==> src/assert_macros.svh <==
// Assertion macros shared by the edge detector modules.
`ifndef ASSERT_MACROS_SVH
`define ASSERT_MACROS_SVH

// Same-cycle implication, disabled during reset.
`define ASSERT_IMPLIES(label, clk, rst, ante, cons) \
  label: assert property (@(posedge clk) disable iff (rst) (ante) |-> (cons)) \
    else $error("assertion failed");

// Next-cycle implication, disabled during reset.
`define ASSERT_NEXT(label, clk, rst, ante, cons) \
  label: assert property (@(posedge clk) disable iff (rst) (ante) |=> (cons)) \
    else $error("assertion failed");

`endif

==> src/lapedge_pkg.sv <==
// Shared types and constants for the Laplacian edge detector.
package lapedge_pkg;

  localparam int DEF_MAX_WIDTH = 2048;

  localparam int PIX_W      = 8;
  localparam int THR_W      = 8;
  localparam int FW_W       = 12;
  localparam int FH_W       = 13;
  localparam int CFG_DATA_W = 13;
  localparam int CFG_IDX_W  = 2;

  localparam logic [THR_W-1:0] THR_RST = 8'd128;
  localparam logic [FW_W-1:0]  FW_RST  = 12'd640;
  localparam logic [FH_W-1:0]  FH_RST  = 13'd480;

  typedef enum logic [CFG_IDX_W-1:0] {
    CFG_THRESHOLD = 2'd0,
    CFG_WIDTH     = 2'd1,
    CFG_HEIGHT    = 2'd2
  } cfg_idx_t;

  typedef struct packed {
    logic [THR_W-1:0] edge_threshold;
    logic [FW_W-1:0]  frame_width;
    logic [FH_W-1:0]  frame_height;
  } cfg_t;

  typedef struct packed {
    logic edge_res;
    logic end_of_row;
    logic end_of_frame;
  } res_t;

endpackage

==> src/lapedge_skid.sv <==
// Two-entry output register with skid stage.
`include "assert_macros.svh"

module lapedge_skid (
  input  logic              clk,
  input  logic              rst,
  input  logic              push,
  input  lapedge_pkg::res_t din,
  output logic              ready,
  output logic              out_valid,
  input  logic              out_ready,
  output lapedge_pkg::res_t dout
);

  import lapedge_pkg::*;

  logic skid_valid;
  res_t skid;
  logic take;

  assign ready = !skid_valid;
  assign take  = out_valid && out_ready;

  always_ff @(posedge clk) begin
    if (rst) begin
      out_valid  <= 1'b0;
      skid_valid <= 1'b0;
    end else if (skid_valid) begin
      if (take) begin
        skid_valid <= 1'b0;
      end
    end else if (push) begin
      if (out_valid && !take) begin
        skid_valid <= 1'b1;
      end else begin
        out_valid <= 1'b1;
      end
    end else if (take) begin
      out_valid <= 1'b0;
    end
  end

  always_ff @(posedge clk) begin
    if (skid_valid) begin
      if (take) begin
        dout <= skid;
      end
    end else if (push) begin
      if (out_valid && !take) begin
        skid <= din;
      end else begin
        dout <= din;
      end
    end
  end

  `ASSERT_IMPLIES(a_skid_needs_main, clk, rst, skid_valid, out_valid)
  `ASSERT_IMPLIES(a_skid_fill, clk, rst, $rose(skid_valid), $past(out_valid && !out_ready))

endmodule

==> config.mk <==
export PLATFORM = sky130hd
export DESIGN_NAME = lapedge_skid
export DESIGN_NICKNAME = d
export VERILOG_FILES = /design/src/lapedge_pkg.sv /design/src/lapedge_skid.sv
export VERILOG_INCLUDE_DIRS = /design/src /design/src/src
export SDC_FILE = /design/constraint.sdc
export NUM_CORES = 1
export LEC_CHECK = 0
export BUFFER_PORTS_ARGS = -buffer_cell sky130_fd_sc_hd__clkbuf_2
export CORE_AREA = 2 2 39 41
export CTS_CLUSTER_SIZE = 40
export DETAILED_ROUTE_END_ITERATION = 10
export DIE_AREA = 0 0 41 43
export GPL_TIMING_DRIVEN = 0
export PLACE_DENSITY_LB_ADDON = 0.1
export REMOVE_ABC_BUFFERS = 1
export SYNTH_ARGS = -nofsm -noshare
export SYNTH_HDL_FRONTEND = slang
export SYNTH_SLANG_ARGS = --single-unit
==> constraint.sdc <==
create_clock -name clk -period 3.4 [get_ports clk]
set_input_delay 0.17 -clock clk [delete_from_list [all_inputs] [get_ports clk]]
set_output_delay 0.17 -clock clk [all_outputs]
set_load 0.02 [all_outputs]
==> impl.org <==
** Clocking
- The root buffer cell chosen for the clock tree is sky130_fd_sc_hd__clkbuf_4.
- TritonCTS built the clock tree.
- Number of hold buffers added after cts :: 0
- Number of clock buffers inserted by TritonCTS :: 3
- Skew-Pair Late Insertion Delay :: 250 ps
- In this run the number of H-tree levels came out at 1.
- The number of gates resized after CTS was 0.
- Clock Pin Slew Worst Setup and Hold Paths :: 50 ps
- The clock passes through at most 2 buffers.
- The number of setup buffers added after CTS is 0.
- For this design, the sink count on the clock tree is 8.

** STA
- The final-report max-slew violation count is 0.
- Transition time at the pin with the least slew margin :: 402 ps
- Setup TNS :: 0 ps
- Setup violations remaining at the end of the flow were counted as 0.
- Headroom to the max-slew limit :: 0.732
- Clk_skew :: 1.43 ps
- The tightest hold path in the finished design has a slack of 113 ps.
- Share of the clock period used by the worst path :: 0.383
- The number of failing hold endpoints at the final stage was 0.
- Unrepaired setup endpoints after global routing :: false
- Highest clock rate :: 0.769 GHz
- Counting I/O delays and the setup requirement, the final critical path takes 1300 ps.

** Power and ir drop
- Of the total power, the clock network draws 0.328.
- Of the total power, combinational logic draws 0.133.
- IR analysis of the VDD net gives a maximum drop of 0.187 mV.
- Dividing total power by cell area gives a power density of 496 nW/um^2.
- Switching power :: 0.0512 mW
- Switching power share of the total :: 0.235
- Share of total power in sequential cells :: 0.539
- Summed over all cells, the static leakage comes to 0.183 nW.
- Power Internal :: 0.167 mW

** Synth
- After synthesis, the cell types taking the most area are sky130_fd_sc_hd__edfxtp_1 (51%), sky130_fd_sc_hd__mux2_4 (13%), sky130_fd_sc_hd__dfxtp_1 (11%).
- Arithmetic-cell share of the synthesized area counting full adders, half adders and majority gates :: 0
- The share of the Yosys chip area taken by registers is 0.624.
- Yosys mapped a number of flops with a built-in enable equal to 6.
- Mux contribution to synthesized area :: 0.156
- After technology mapping, the gate count stands at 23.
- Largest area contributor in the netlist :: sky130_fd_sc_hd__edfxtp_1
- Synth cell count leaders :: sky130_fd_sc_hd__edfxtp_1 (6), sky130_fd_sc_hd__mux2_4 (3), sky130_fd_sc_hd__a21oi_1 (2), sky130_fd_sc_hd__dfxtp_1 (2), sky130_fd_sc_hd__inv_1 (2)
- Count of unique library cells instantiated by Yosys :: 13
- Simple-gate share of the synthesized area :: 0.0603
- The area fraction in compound gates after synthesis is 0.0957.
- Dominant cell by count in the synthesized netlist :: sky130_fd_sc_hd__edfxtp_1
- Of the post-synthesis cell area, the dominant cell type holds 0.511.
- Synthesis inferred 8 register bits.
- Count of warnings emitted by yosys :: 0
- After synthesis, the share of flip-flops with an asynchronous set or reset is 0.
- Syn Std Cell Area :: 353 um^2
- For this run, the leading register cell type out of synthesis is sky130_fd_sc_hd__edfxtp_1.
- After synthesis, the largest family of logic cells by area is multiplexers.
- Post-Synth XOR/XNOR Area :: 0
- The average instance in the mapped netlist occupies 15.3 um^2.

** Die
- In this run the horizontal extent of the chip is 41 um.
- The die covers 1760 um^2.
- Row generation in the floorplan step produced 14 rows.
- For this design the top-level I/O count stands at 12.
- Vert. Die Dim :: 43 um
- After floorplanning, the core was sized to cover 1380 um^2.
- For this configuration, the core starts out at a cell density of 0.255.

** Setup path
- Cells along the critical path :: mux2i_1 -> a21oi_1
- Capture instance of the worst register-to-register path :: dout[1]
- Measured in cells, the most critical reg-to-reg path has a length of 2.
- In this run the worst path has a maximum fanout of 8.
- Data arrival time of the critical path :: 1220 ps
- The worst setup path is of the register to register kind.
- Startpoint of the lowest-slack register-to-register path :: skid_valid
- Data on the critical path is required at its endpoint by 3320 ps.
- In this design, the stage delay of the slowest critical-path cell is 560 ps.
- The slowest stage of the critical path belongs to the cell sky130_fd_sc_hd__dfxtp_1.
- The worst setup path is captured at a register.
- CP startpoint kind :: register
- For flop-to-flop paths, the worst setup slack is 2100 ps.

** Drt
- The count of nets left with antenna violations once routing finished came out at 0.
- In the routed design, unresolved DRC markers number 0.
- Across all layers, the routed design uses 223 vias.
- In the final routed layout, each cell accounts on average for 10.2 um.
- The detailed router finished its first iteration with 0 violations.
- Detailed Routing Iterations Pass 1 :: 1
- Drt via density :: 4.29
- For this block, the routed nets add up to 531 um of wire.

** Final layout
- In the final layout, the share of cells above drive strength 1 is 0.528.
- The layout has 145 filler cells.
- 0 antenna diodes ended up in the layout.
- In the final design database the tool counted 45 nets.
- Measured on the finished design, the core utilization comes to 0.317.
- The area growth from synthesis to layout is 24.5%.

** Placement
- Buffers placed on the I/O ports in this run total 11.
- Final weighted congestion of routability-driven global placement :: 0.690

** GRT
- For this run, global-route usage on met2 was measured as 0.109.
- Entering global routing, the biggest net connects 9 pins.
- Number of global-route vias before repair :: 224
- Across every metal layer, demand over resource in global routing totals 0.0772.
- Met1 GRT Util :: 0.0833
- The total overflow left after global routing is 0.
- Layer with the highest usage after global routing :: met2
- The number of antenna violations at the first check in global routing was 0.
- For this run, global-route usage on met3 was measured as 0.0366.
- The first global-routing pass estimated 862 um of wire.

** Worst hold path
- Startpoint of the lowest-slack hold path :: din[2]
- Class of the most critical hold timing path :: input pin to register
- The path with the worst hold slack has its endpoint at skid[2].
- Along the worst hold path, the cell count comes to 1.

** Status
- The run finished with clean final reports.

** Job
- Max-cap violations in this run came to 0.
==> logic make-up (layout without fill, tap and decap cells) <==
kind of cell           Yosys count  after routing
AO/OA/AOI/OAI                    4              4
flip-flops                       8              8
buffers and inverters            4             17
AND/OR/NAND/NOR                  3              3
multiplexers                     4              4
==> layout by cell type, fill, tap and decap left out <==
master	instances
sky130_fd_sc_hd__inv_2	1
sky130_fd_sc_hd__o32ai_2	1
sky130_fd_sc_hd__edfxtp_1	6
sky130_fd_sc_hd__a21oi_1	2
sky130_fd_sc_hd__mux2i_1	1
sky130_fd_sc_hd__clkbuf_2	11
sky130_fd_sc_hd__nand2b_1	1
sky130_fd_sc_hd__mux2_4	3
sky130_fd_sc_hd__inv_1	2
sky130_fd_sc_hd__nor2b_1	1
sky130_fd_sc_hd__dfxtp_1	2
sky130_fd_sc_hd__clkbuf_4	3
sky130_fd_sc_hd__a211oi_1	1
sky130_fd_sc_hd__and4_1	1
==> final cells by class <==
class	instances	area [um^2]	area share
sequential	8	220	0.501
multi-input combinational	11	110	0.251
timing repair buffer	11	55.1	0.125
clock buffer	3	22.5	0.0513
tap	16	20.0	0.0456
inverter	3	11.3	0.0256
==> sequential cells by signal, summed over array words and instances, names as in the netlist <==
name	cells
out_valid	1
dout	3
skid	3
skid_valid	1
==> per-layer routing <==
layer  part of all wire  wire (um)  vias up
met5                  0          0        -
met4                  0          0        0
met3              0.087         46        0
met2               0.53        284        9
met1               0.38        200      100
li1                   -          -      114
==> how the worst max path moves through the flow <==
stage / startpoint / to / cells past startpoint
3_5_place_dp: skid_valid / dout[2] / 2
5_1_grt: skid_valid / dout[1] / 2
3_3_place_gp: skid_valid / dout[1] / 2
6_report: skid_valid / dout[1] / 2
2_1_floorplan: skid_valid / dout[0] / 2
4_1_cts: skid_valid / dout[2] / 2
==> power by group through the flow <==
| stage | clock network [mW] | logic, mW | registers, mW |
|---|---|---|---|
| 4_1_cts | 0.0758 | 0.0296 | 0.117 |
| 3_3_place_gp | 0 | 0.0290 | 0.119 |
| 5_1_grt | 0.0804 | 0.0318 | 0.119 |
| 2_1_floorplan | 0 | 0.0132 | 0.124 |
| 3_5_place_dp | 0 | 0.0295 | 0.120 |
| 6_report | 0.0714 | 0.0290 | 0.117 |
==> critical path, delay by kind of cell, from the launching register on <==
kind               cells  cell delay (ps)
DFF                    1              560
AOI/OAI and AO/OA      1              280
muxes                  1              130
==> metrics by stage <==
| stage | std cells | power [mW] | cell area (um^2) | setup WS (ps) |
|---|---|---|---|---|
| finish | 52 | 0.218 | 439 | 2100 |
| global route | 52 | 0.231 | 439 | 2010 |
| CTS | 52 | 0.223 | 439 | 2070 |
| detailed placement | 49 | 0.149 | 417 | 2070 |
| global placement | 49 | 0.148 | 417 | 2090 |
| floorplan | 22 | 0.138 | 342 | 2230 |
No activity file was read; power rests on OpenSTA's default activity.
